`src/hw/rtl/ahdsr_pkg.sv`:
```
// shared constants for the envelope scaler
`timescale 1ns / 1ps

package ahdsr_pkg;

    localparam int COUNT_WIDTH_DEF  = 24;
    localparam int SAMPLE_WIDTH_DEF = 16;

    localparam int CFG_W     = 24;
    localparam int CFG_IDX_W = 3;
    localparam int GAIN_W    = 17;
    localparam int MIX_W     = 24;
    // sum of four 24-bit durations
    localparam int BOUND_W   = CFG_W + 2;

    // shared multiplier operands and the product kept for the divider
    localparam int MUL_A_W   = CFG_W + 1;
    localparam int MUL_B_W   = GAIN_W + 1;
    localparam int PROD_W    = CFG_W + GAIN_W;
    localparam int DIV_CNT_W = $clog2(GAIN_W);

    localparam logic [GAIN_W-1:0] UNITY = GAIN_W'(65536);

    localparam logic [CFG_IDX_W-1:0] REG_DELAY   = 3'd0;
    localparam logic [CFG_IDX_W-1:0] REG_ATTACK  = 3'd1;
    localparam logic [CFG_IDX_W-1:0] REG_HOLD    = 3'd2;
    localparam logic [CFG_IDX_W-1:0] REG_DECAY   = 3'd3;
    localparam logic [CFG_IDX_W-1:0] REG_SUSTAIN = 3'd4;
    localparam logic [CFG_IDX_W-1:0] REG_RELEASE = 3'd5;

endpackage

```
`src/hw/rtl/ahdsr_in_if.sv`:
```
// input channel: instrument sample, mix value and note markers
`timescale 1ns / 1ps

interface ahdsr_in_if #(
    parameter int SAMPLE_WIDTH = ahdsr_pkg::SAMPLE_WIDTH_DEF
);
    logic                              valid;
    logic                              ready;
    logic signed [SAMPLE_WIDTH-1:0]    base_sample;
    logic signed [ahdsr_pkg::MIX_W-1:0] mix_in;
    logic                              note_start;
    logic                              release_now;

    modport source (
        output valid, base_sample, mix_in, note_start, release_now,
        input  ready
    );
    modport sink (
        input  valid, base_sample, mix_in, note_start, release_now,
        output ready
    );
endinterface

```
`src/hw/rtl/ahdsr_out_if.sv`:
```
// output channel: shaped mix value and note end flag
`timescale 1ns / 1ps

interface ahdsr_out_if;
    logic                              valid;
    logic                              ready;
    logic signed [ahdsr_pkg::MIX_W-1:0] mix_out;
    logic                              note_ended;

    modport source (output valid, mix_out, note_ended, input ready);
    modport sink (input valid, mix_out, note_ended, output ready);
endinterface

```
`src/hw/rtl/ahdsr_envelope_scaler.sv`:
```
// Envelope scaler top level: one shared multiplier and divider under a sequencer.
// Each item adds base_sample times a Q16 envelope gain (delay, attack, hold, decay,
// sustain, release) to mix_in, saturated to 24 bits. When the note has ended, an item goes
// from the accept step straight to a final multiply and a saturating add. Otherwise it
// takes the accept step, a phase search over the delay, attack, hold and decay bounds, and
// for each ramp fraction one multiply, then a 17-step restoring divide on the same unit.
// There is one ramp fraction for the attack or decay ramp and one more for the release
// ramp. The release state is checked, and the final multiply and the saturating add
// close the item. The add waits while the output register is still full. The input is
// not ready while an item is in work; a finished result sits in an output register so
// the next item can be taken while it waits. Durations are in samples; both sample
// counters saturate. Configuration writes take effect at once and are meant for idle.
`timescale 1ns / 1ps

module ahdsr_envelope_scaler #(
    parameter int COUNT_WIDTH  = ahdsr_pkg::COUNT_WIDTH_DEF,
    parameter int SAMPLE_WIDTH = ahdsr_pkg::SAMPLE_WIDTH_DEF
) (
    input  logic                               i_clk,
    input  logic                               i_rst_n,
    input  logic                               i_cfg_we,
    input  logic [ahdsr_pkg::CFG_IDX_W-1:0]    i_cfg_idx,
    input  logic [ahdsr_pkg::CFG_W-1:0]        i_cfg_data,
    ahdsr_in_if.sink                           i_in,
    ahdsr_out_if.source                        o_out
);

    localparam int CFG_W   = ahdsr_pkg::CFG_W;
    localparam int GAIN_W  = ahdsr_pkg::GAIN_W;
    localparam int MIX_W   = ahdsr_pkg::MIX_W;
    localparam int BOUND_W = ahdsr_pkg::BOUND_W;
    localparam int PROD_W  = ahdsr_pkg::PROD_W;
    localparam int MUL_A_W = ahdsr_pkg::MUL_A_W;
    localparam int MUL_B_W = ahdsr_pkg::MUL_B_W;
    localparam int CNT_W   = ahdsr_pkg::DIV_CNT_W;
    localparam int CMP_W   = (COUNT_WIDTH > BOUND_W) ? COUNT_WIDTH : BOUND_W;
    localparam int SUM_W   = MIX_W + 2;

    typedef enum logic [6:0] {
        S_IDLE  = 7'b0000001,
        S_PHASE = 7'b0000010,
        S_MUL   = 7'b0000100,
        S_DIV   = 7'b0001000,
        S_REL   = 7'b0010000,
        S_FIN   = 7'b0100000,
        S_SUM   = 7'b1000000
    } t_state;

    // configuration
    logic [CFG_W-1:0]  r_delay, r_attack, r_hold, r_decay, r_release;
    logic [GAIN_W-1:0] r_sustain;

    // envelope state
    logic [COUNT_WIDTH-1:0] r_on_cnt, r_off_cnt;
    logic                   r_released, r_ended;

    // sequencer
    t_state                 r_state;
    logic [1:0]             r_k;
    logic [BOUND_W-1:0]     r_bound;
    logic                   r_live;
    logic                   r_rel_pass;
    logic [CNT_W-1:0]       r_cnt;

    // item payload and shared unit operands
    logic signed [SAMPLE_WIDTH-1:0] r_sample;
    logic signed [MIX_W-1:0]        r_mix;
    logic [CFG_W-1:0]               r_mx;
    logic [GAIN_W-1:0]              r_my;
    logic [CFG_W-1:0]               r_div;
    logic [GAIN_W-1:0]              r_add;
    logic [GAIN_W-1:0]              r_gain;
    logic [CFG_W-1:0]               r_rem;
    logic [GAIN_W-1:0]              r_q;

    // output register
    logic                    r_out_valid;
    logic signed [MIX_W-1:0] r_mix_out;
    logic                    r_note_ended;

    logic accept;
    logic n_start_ended;
    logic n_released;

    logic [GAIN_W-1:0]  sustain_clamped;
    logic [CFG_W-1:0]   cfg_sel;
    logic [BOUND_W-1:0] bound_n;
    logic [CMP_W-1:0]   on_ext, bnd_ext, old_bnd_ext, off_ext, rel_ext;
    logic [CMP_W-1:0]   att_diff, dec_diff, rel_diff;
    logic               phase_lt, rel_over;

    logic signed [MUL_A_W-1:0]         mul_a;
    logic signed [MUL_B_W-1:0]         mul_b;
    logic signed [MUL_A_W+MUL_B_W-1:0] mul_p;

    logic [CFG_W:0]      div_trial;
    logic [CFG_W:0]      div_diff;
    logic                div_ge;
    logic [CFG_W-1:0]    div_rem_n;
    logic [GAIN_W-1:0]   div_q_n;
    logic [GAIN_W:0]     div_gain;

    logic signed [CFG_W:0]   prod_q;
    logic signed [SUM_W-1:0] mix_sum;
    logic signed [MIX_W-1:0] mix_sat;
    logic                    out_free;

    assign accept   = i_in.valid && i_in.ready;
    assign out_free = !r_out_valid || o_out.ready;

    assign i_in.ready       = (r_state == S_IDLE);
    assign o_out.valid      = r_out_valid;
    assign o_out.mix_out    = r_mix_out;
    assign o_out.note_ended = r_note_ended;

    assign n_start_ended = i_in.note_start ? 1'b0 : r_ended;
    assign n_released    = i_in.release_now || (!i_in.note_start && r_released);

    assign sustain_clamped = (r_sustain > ahdsr_pkg::UNITY) ? ahdsr_pkg::UNITY : r_sustain;

    // phase boundaries are accumulated one duration per step
    always_comb begin
        case (r_k)
            2'd0:    cfg_sel = r_delay;
            2'd1:    cfg_sel = r_attack;
            2'd2:    cfg_sel = r_hold;
            default: cfg_sel = r_decay;
        endcase
    end

    assign bound_n     = r_bound + BOUND_W'(cfg_sel);
    assign on_ext      = CMP_W'(r_on_cnt);
    assign bnd_ext     = CMP_W'(bound_n);
    assign old_bnd_ext = CMP_W'(r_bound);
    assign phase_lt    = on_ext < bnd_ext;
    assign att_diff    = on_ext - old_bnd_ext;
    // decay numerator: decay length minus time into decay is end of decay minus t
    assign dec_diff    = bnd_ext - on_ext;

    assign off_ext  = CMP_W'(r_off_cnt);
    assign rel_ext  = CMP_W'(r_release);
    assign rel_over = off_ext > rel_ext;
    assign rel_diff = rel_ext - off_ext;

    // shared multiplier: ramp numerators, then the sample times gain
    always_comb begin
        if (r_state == S_FIN) begin
            mul_a = MUL_A_W'(r_sample);
            mul_b = $signed({1'b0, r_gain});
        end else begin
            mul_a = $signed({1'b0, r_mx});
            mul_b = $signed({1'b0, r_my});
        end
    end
    assign mul_p = mul_a * mul_b;

    // restoring divide, one quotient bit per cycle
    assign div_trial = {r_rem, r_q[GAIN_W-1]};
    assign div_diff  = div_trial - {1'b0, r_div};
    assign div_ge    = div_trial >= {1'b0, r_div};
    assign div_rem_n = div_ge ? div_diff[CFG_W-1:0] : div_trial[CFG_W-1:0];
    assign div_q_n   = {r_q[GAIN_W-2:0], div_ge};
    assign div_gain  = {1'b0, div_q_n} + {1'b0, r_add};

    // floor of product over 2^16, then saturating add
    assign prod_q  = $signed({r_rem, r_q[GAIN_W-1]});
    assign mix_sum = SUM_W'(r_mix) + SUM_W'(prod_q);

    always_comb begin
        if (mix_sum[SUM_W-1:MIX_W-1] == '0 || mix_sum[SUM_W-1:MIX_W-1] == '1) begin
            mix_sat = mix_sum[MIX_W-1:0];
        end else if (mix_sum[SUM_W-1]) begin
            mix_sat = {1'b1, {(MIX_W-1){1'b0}}};
        end else begin
            mix_sat = {1'b0, {(MIX_W-1){1'b1}}};
        end
    end

    always_ff @(posedge i_clk) begin
        if (!i_rst_n) begin
            r_delay   <= '0;
            r_attack  <= '0;
            r_hold    <= '0;
            r_decay   <= '0;
            r_sustain <= ahdsr_pkg::UNITY;
            r_release <= '0;
        end else if (i_cfg_we) begin
            unique case (i_cfg_idx)
                ahdsr_pkg::REG_DELAY:   r_delay   <= i_cfg_data;
                ahdsr_pkg::REG_ATTACK:  r_attack  <= i_cfg_data;
                ahdsr_pkg::REG_HOLD:    r_hold    <= i_cfg_data;
                ahdsr_pkg::REG_DECAY:   r_decay   <= i_cfg_data;
                ahdsr_pkg::REG_SUSTAIN: r_sustain <= i_cfg_data[GAIN_W-1:0];
                ahdsr_pkg::REG_RELEASE: r_release <= i_cfg_data;
                default: ;
            endcase
        end
    end

    // result is loaded from the add step, otherwise it clears once taken
    always_ff @(posedge i_clk) begin
        if (!i_rst_n) begin
            r_out_valid <= 1'b0;
        end else if (r_state == S_SUM && out_free) begin
            r_out_valid <= 1'b1;
        end else if (o_out.ready) begin
            r_out_valid <= 1'b0;
        end
    end

    always_ff @(posedge i_clk) begin
        if (!i_rst_n) begin
            r_state     <= S_IDLE;
            r_on_cnt    <= '0;
            r_off_cnt   <= '0;
            r_released  <= 1'b0;
            r_ended     <= 1'b1;
        end else begin
            unique case (r_state)
                S_IDLE: begin
                    if (accept) begin
                        r_sample   <= i_in.base_sample;
                        r_mix      <= i_in.mix_in;
                        r_ended    <= n_start_ended;
                        r_released <= n_released;
                        r_live     <= !n_start_ended;
                        if (i_in.note_start) begin
                            r_on_cnt <= '0;
                        end
                        if (i_in.note_start || i_in.release_now) begin
                            r_off_cnt <= '0;
                        end
                        r_bound    <= '0;
                        r_k        <= 2'd0;
                        r_rel_pass <= 1'b0;
                        r_gain     <= '0;
                        r_state    <= n_start_ended ? S_FIN : S_PHASE;
                    end
                end
                S_PHASE: begin
                    r_bound <= bound_n;
                    r_k     <= r_k + 2'd1;
                    case (r_k)
                        2'd0: begin
                            if (phase_lt) begin
                                r_gain  <= '0;
                                r_state <= S_REL;
                            end
                        end
                        2'd1: begin
                            if (phase_lt) begin
                                r_mx    <= att_diff[CFG_W-1:0];
                                r_my    <= ahdsr_pkg::UNITY;
                                r_div   <= r_attack;
                                r_add   <= '0;
                                r_state <= S_MUL;
                            end
                        end
                        2'd2: begin
                            if (phase_lt) begin
                                r_gain  <= ahdsr_pkg::UNITY;
                                r_state <= S_REL;
                            end
                        end
                        default: begin
                            if (phase_lt) begin
                                r_mx    <= dec_diff[CFG_W-1:0];
                                r_my    <= ahdsr_pkg::UNITY - sustain_clamped;
                                r_div   <= r_decay;
                                r_add   <= sustain_clamped;
                                r_state <= S_MUL;
                            end else begin
                                // zero sustain ends the note
                                if (sustain_clamped == '0) begin
                                    r_ended <= 1'b1;
                                end
                                r_gain  <= sustain_clamped;
                                r_state <= S_REL;
                            end
                        end
                    endcase
                end
                S_MUL: begin
                    {r_rem, r_q} <= mul_p[PROD_W-1:0];
                    r_cnt        <= CNT_W'(GAIN_W - 1);
                    r_state      <= S_DIV;
                end
                S_DIV: begin
                    r_rem <= div_rem_n;
                    r_q   <= div_q_n;
                    r_cnt <= r_cnt - 1'b1;
                    if (r_cnt == '0) begin
                        r_gain  <= div_gain[GAIN_W-1:0];
                        r_state <= r_rel_pass ? S_FIN : S_REL;
                    end
                end
                S_REL: begin
                    if (!r_released) begin
                        r_state <= S_FIN;
                    end else if (r_release == '0 || rel_over) begin
                        r_ended <= 1'b1;
                        r_gain  <= '0;
                        r_state <= S_FIN;
                    end else begin
                        r_mx       <= rel_diff[CFG_W-1:0];
                        r_my       <= r_gain;
                        r_div      <= r_release;
                        r_add      <= '0;
                        r_rel_pass <= 1'b1;
                        r_state    <= S_MUL;
                    end
                end
                S_FIN: begin
                    if (r_ended) begin
                        r_gain <= '0;
                    end
                    {r_rem, r_q} <= r_ended ? '0 : mul_p[PROD_W-1:0];
                    r_state      <= S_SUM;
                end
                S_SUM: begin
                    if (out_free) begin
                        r_mix_out    <= mix_sat;
                        r_note_ended <= r_ended;
                        if (r_live) begin
                            if (r_on_cnt != '1) begin
                                r_on_cnt <= r_on_cnt + 1'b1;
                            end
                            if (r_released && r_off_cnt != '1) begin
                                r_off_cnt <= r_off_cnt + 1'b1;
                            end
                        end
                        r_state <= S_IDLE;
                    end
                end
                default: r_state <= S_IDLE;
            endcase
        end
    end

    // a ramp fraction never divides by zero
    a_div_nonzero: assert property (@(posedge i_clk) disable iff (!i_rst_n)
        (r_state == S_DIV) |-> (r_div != '0))
        else $error("ramp divide with zero length");

    // partial remainder stays below the divisor
    a_div_rem: assert property (@(posedge i_clk) disable iff (!i_rst_n)
        (r_state == S_DIV) |-> (r_rem < r_div))
        else $error("divider remainder out of range");

    // gain never exceeds unity when the sample is scaled
    a_gain_range: assert property (@(posedge i_clk) disable iff (!i_rst_n)
        (r_state == S_FIN) |-> (r_gain <= ahdsr_pkg::UNITY))
        else $error("gain above unity");

    // release counter only runs after a note-off
    a_off_cnt: assert property (@(posedge i_clk) disable iff (!i_rst_n)
        (r_off_cnt != '0) |-> r_released)
        else $error("release counter running without note-off");

endmodule

```
`src/flat_wrapper.sv`:
```
// flat-port wrapper written by rule: the top's interface ports become plain ports
module ahdsr_envelope_scaler_flat 
#(
    parameter int COUNT_WIDTH  = ahdsr_pkg::COUNT_WIDTH_DEF,
    parameter int SAMPLE_WIDTH = ahdsr_pkg::SAMPLE_WIDTH_DEF
)
  (i_clk, i_rst_n, i_cfg_we, i_cfg_idx, i_cfg_data, i_in_valid, i_in_base_sample, i_in_mix_in, i_in_note_start, i_in_release_now, i_in_ready, o_out_valid, o_out_mix_out, o_out_note_ended, o_out_ready);
  ahdsr_in_if #(.SAMPLE_WIDTH(SAMPLE_WIDTH)) i_in_i ();
  ahdsr_out_if o_out_i ();
  input  logic i_clk;
  input  logic i_rst_n;
  input  logic i_cfg_we;
  input  logic [ahdsr_pkg::CFG_IDX_W-1:0] i_cfg_idx;
  input  logic [ahdsr_pkg::CFG_W-1:0] i_cfg_data;
  input wire logic [$bits(i_in_i.valid)-1:0] i_in_valid;
  input wire logic [$bits(i_in_i.base_sample)-1:0] i_in_base_sample;
  input wire logic [$bits(i_in_i.mix_in)-1:0] i_in_mix_in;
  input wire logic [$bits(i_in_i.note_start)-1:0] i_in_note_start;
  input wire logic [$bits(i_in_i.release_now)-1:0] i_in_release_now;
  output wire logic [$bits(i_in_i.ready)-1:0] i_in_ready;
  output wire logic [$bits(o_out_i.valid)-1:0] o_out_valid;
  output wire logic [$bits(o_out_i.mix_out)-1:0] o_out_mix_out;
  output wire logic [$bits(o_out_i.note_ended)-1:0] o_out_note_ended;
  input wire logic [$bits(o_out_i.ready)-1:0] o_out_ready;
  assign i_in_i.valid = i_in_valid;
  assign i_in_i.base_sample = i_in_base_sample;
  assign i_in_i.mix_in = i_in_mix_in;
  assign i_in_i.note_start = i_in_note_start;
  assign i_in_i.release_now = i_in_release_now;
  assign i_in_ready = i_in_i.ready;
  assign o_out_valid = o_out_i.valid;
  assign o_out_mix_out = o_out_i.mix_out;
  assign o_out_note_ended = o_out_i.note_ended;
  assign o_out_i.ready = o_out_ready;
  ahdsr_envelope_scaler #(.COUNT_WIDTH(COUNT_WIDTH), .SAMPLE_WIDTH(SAMPLE_WIDTH)) u_core (.i_clk(i_clk), .i_rst_n(i_rst_n), .i_cfg_we(i_cfg_we), .i_cfg_idx(i_cfg_idx), .i_cfg_data(i_cfg_data), .i_in(i_in_i), .o_out(o_out_i));
endmodule
```
`config.mk`:
```
export PLATFORM = sky130hd
export DESIGN_NAME = ahdsr_envelope_scaler_flat
export DESIGN_NICKNAME = d
export VERILOG_FILES = /design/src/hw/rtl/ahdsr_pkg.sv /design/src/hw/rtl/ahdsr_in_if.sv /design/src/hw/rtl/ahdsr_out_if.sv /design/src/hw/rtl/ahdsr_envelope_scaler.sv /design/src/flat_wrapper.sv
export SDC_FILE = /design/constraint.sdc
export NUM_CORES = 2
export LEC_CHECK = 0
export BUFFER_PORTS_ARGS = -buffer_cell sky130_fd_sc_hd__buf_2
export CAP_MARGIN = 20
export CORE_ASPECT_RATIO = 1.25
export CORE_UTILIZATION = 65
export CTS_CLUSTER_SIZE = 24
export DETAILED_ROUTE_END_ITERATION = 6
export PLACE_DENSITY = 0.82
export SETUP_SLACK_MARGIN = 0.2
export SLEW_MARGIN = 25
export SYNTH_ARGS = -nofsm -noshare
export SYNTH_HDL_FRONTEND = slang
export SYNTH_SLANG_ARGS = --single-unit
export TNS_END_PERCENT = 50
```
`constraint.sdc`:
```
create_clock -name i_clk -period 8.9 [get_ports i_clk]
set_input_delay 1.78 -clock i_clk [delete_from_list [all_inputs] [get_ports i_clk]]
set_output_delay 1.78 -clock i_clk [all_outputs]
set_load 0.01 [all_outputs]
```
==> impl_metrics.json <==
{
  "outcome": "finished with violations",
  "violations": "design-rule violations",
  "nNetsFinal": 5567,
  "endpoint_kind": "register",
  "cts-buffers-inserted": 48,
  "reg2reg_depth": 28,
  "min_period_over_period_pct": 94.0,
  "highest_layer": "met5",
  "globalRouteOverflowTotal": 0,
  "tns_ps": 0,
  "met1Wirelength_um": 43300,
  "crit_family": "adder cells",
  "grt_pass1_wl_um": 192000,
  "netlist_top_cells_area": "fa_1, edfxtp_1, dfxtp_1",
  "synth_cell_types": 83,
  "setup_violations": 0,
  "viasPerCell": 6.10,
  "crit_top_cell": "fa_1",
  "crit_cells": 28,
  "yosysWarnings": 0,
  "synth.avg_cell_area_um2": 8.75,
  "crit_path_max_incr_delay_ps": 600,
  "rrSetupSlack_ps": 540,
  "min_to": "u_core.r_hold[0]",
  "synth_largest_area_cell": "fa_1",
  "final_area_um2": 44800,
  "ant_nets": 0,
  "port_buffers": 100,
  "holdPathStages": 2,
  "clk_latency_ps": 630,
  "synth_seq_cells": 435,
  "cts-root-buf": "clkbuf_16",
  "finalCriticalPeriod_ps": 8360,
  "cts_sinks": 435,
  "rows": 102,
  "fmax_mhz": 120,
  "synth_area_um2": 41200,
  "cts_max_level": 2,
  "dieHeight_um": 284,
  "drc": 1,
  "hpwl_um": 97600,
  "slew_headroom_pct": 26.5,
  "grt_usage_pct": 39.3,
  "syn_nets": 5486,
  "areaGrowthSynthToFinish_pct": 8.80,
  "ctsHoldBuffers": 0,
  "ys_seq_area_share_pct": 27.0,
  "slowest_stage": "fa_1",
  "finalHoldViolCount": 0,
  "crit_required_ps": 9250,
  "r2r_end": "u_core.r_rem[23]",
  "power_density_nw_per_um2": 391,
  "clockBufferDepth": 3,
  "maxCapViolCount": 0,
  "design.die.area_um2": 64400,
  "path_class": "register to register",
  "die_x_um": 227,
  "rr_startpoint": "u_core.r_state[1]",
  "antenna_found_initial": 5,
  "ir_drop_uv": 668,
  "crit_buf_inv": 4,
  "met3_length_um": 11600,
  "pin_count": 101,
  "worst_ep_arrival_time_ps": 8710,
  "hp-class": "register to register",
  "drive_gt1_share_pct": 7.10,
  "core_area_um2": 62300,
  "ys.flop_type": "edfxtp_1",
  "yosysMostFrequentCell": "nand2_1",
  "vias": 34600,
  "place_congestion": 0.996,
  "start_util_pct": 66.2,
  "crit_fanout": 15,
  "postPlaceCellArea_um2": 43000,
  "start_kind": "register",
  "async_reset_ff_share_pct": 0,
  "startpoint": "u_core.r_state[1]",
  "synth_edf_count": 240,
  "wl_um": 124000,
  "drv_slew": 0,
  "rsz0062_at_grt": "no",
  "tightest_slew_ps": 1100,
  "finalClockSkew_ps": 35.7,
  "grt_pass1_vias": 34700,
  "synth_cells": 4709,
  "synth_common_cells": "nand2_1, inv_1, nor2_1",
  "hold_path_startpoint": "u_core.r_hold[0]",
  "drtIter0Drc": 3664,
  "cts_tree": "yes",
  "dr.pass1.iters": 7,
  "p_leak_nw": 20.3,
  "yosysTopAreaCellShare_pct": 20.0,
  "grt_max_degree": 82,
  "wl_met2_um": 58500,
  "path_clk_slew_ps": 70,
  "wl_per_cell_um": 22.0
}
[layout by cell type (no fill, tap or decap), types with 95 or more instances in the layout]
cell / n
buf_4: 95
edfxtp_1: 240
xnor2_1: 130
o21ai_0: 160
buf_2: 100
nand2_1: 727
dfxtp_1: 195
inv_1: 673
a21oi_1: 354
nor2_1: 417
fa_1: 411
ha_1: 291
[repair_timing]
item                                    in CTS  in global routing
resized for setup                            0                  8
endpoints found under the setup margin       0                 10
buffers inserted                             0                  3
[state kept, by name, indices dropped and copies added (netlist names), 2 cells and up]
register,cells
u_core.r_div,24
u_core.r_delay,24
u_core.r_mx,24
u_core.r_sustain,17
u_core.r_add,17
u_core.r_state,7
u_core.r_k,2
u_core.r_on_cnt,24
u_core.r_hold,24
u_core.r_cnt,5
u_core.r_my,17
u_core.r_decay,24
u_core.r_gain,17
u_core.r_attack,24
u_core.r_off_cnt,24
u_core.old_bnd_ext,26
u_core.r_q,17
u_core.r_release,24
u_core.r_mix,24
u_core.o_out.mix_out,24
u_core.r_sample,16
u_core.r_rem,24
[cells by family (layout without fill, tap and decap cells)]
family	after synthesis	in the layout	share of synthesized area (%)
buf+inv	846	967	7.76
xor+xnor	223	223	4.74
simple gates	1511	1511	15.8
other cells	0	3	0
flops	435	435	27.0
fa+ha+maj	703	703	28.8
compound gates	896	896	13.6
mux	95	95	2.31
[cell type report]
class	count	area, µm²
multi-input combinational	3428	27000
fill	4922	17400
sequential	435	11100
inverter	676	2540
clock buffer	61	1360
timing repair buffer	201	1330
tap	832	1040
clock inverter	29	417
antenna	3	7.51
[worst max-delay path by stage]
stage / end / slack, ps
detailed placement: u_core.r_rem[22] / 220
floorplan: u_core.r_rem[23] / 800
global route: u_core.r_rem[23] / 200
CTS: u_core.r_rem[22] / 220
finish: u_core.r_rem[23] / 540
global placement: u_core.r_rem[22] / 320
[per-layer routing]
metal	GRT usage, %	vias up
met3	7.10	522
met4	28.4	4
li1	-	15700
met5	0	-
met1	46.6	16500
met2	63.9	1819
[power by group]
| part | leakage, nW | internal [W] | switching (W) |
|---|---|---|---|
| clock | 0.875 | 0.00130 | 0.000921 |
| sequential | 3.76 | 0.00276 | 0.000123 |
| combinational | 15.7 | 0.00461 | 0.00780 |
[tightest hold or removal path, cell delays in order (launching register included)]
cell and delay (ps):
dfxtp_1 310, nand2_1 50, a21oi_1 50
[through the flow]
| stage | setup WS [ps] | hold WS (ps) | util (%) | cells | power (W) |
|---|---|---|---|---|---|
| 2_1_floorplan | 801 | 436 | - | 4709 | 0.0111 |
| 3_3_place_gp | 319 | 441 | 69.0 | 5568 | 0.0147 |
| 3_5_place_dp | 220 | 447 | 69.0 | 5569 | 0.0151 |
| 4_1_cts | 218 | 456 | 71.9 | 5659 | 0.0173 |
| 5_1_grt | 203 | 474 | 72.0 | 5663 | 0.0188 |
| 6_report | 537 | 457 | 72.0 | 5665 | 0.0175 |
No activity file was read; power rests on OpenSTA's default activity.
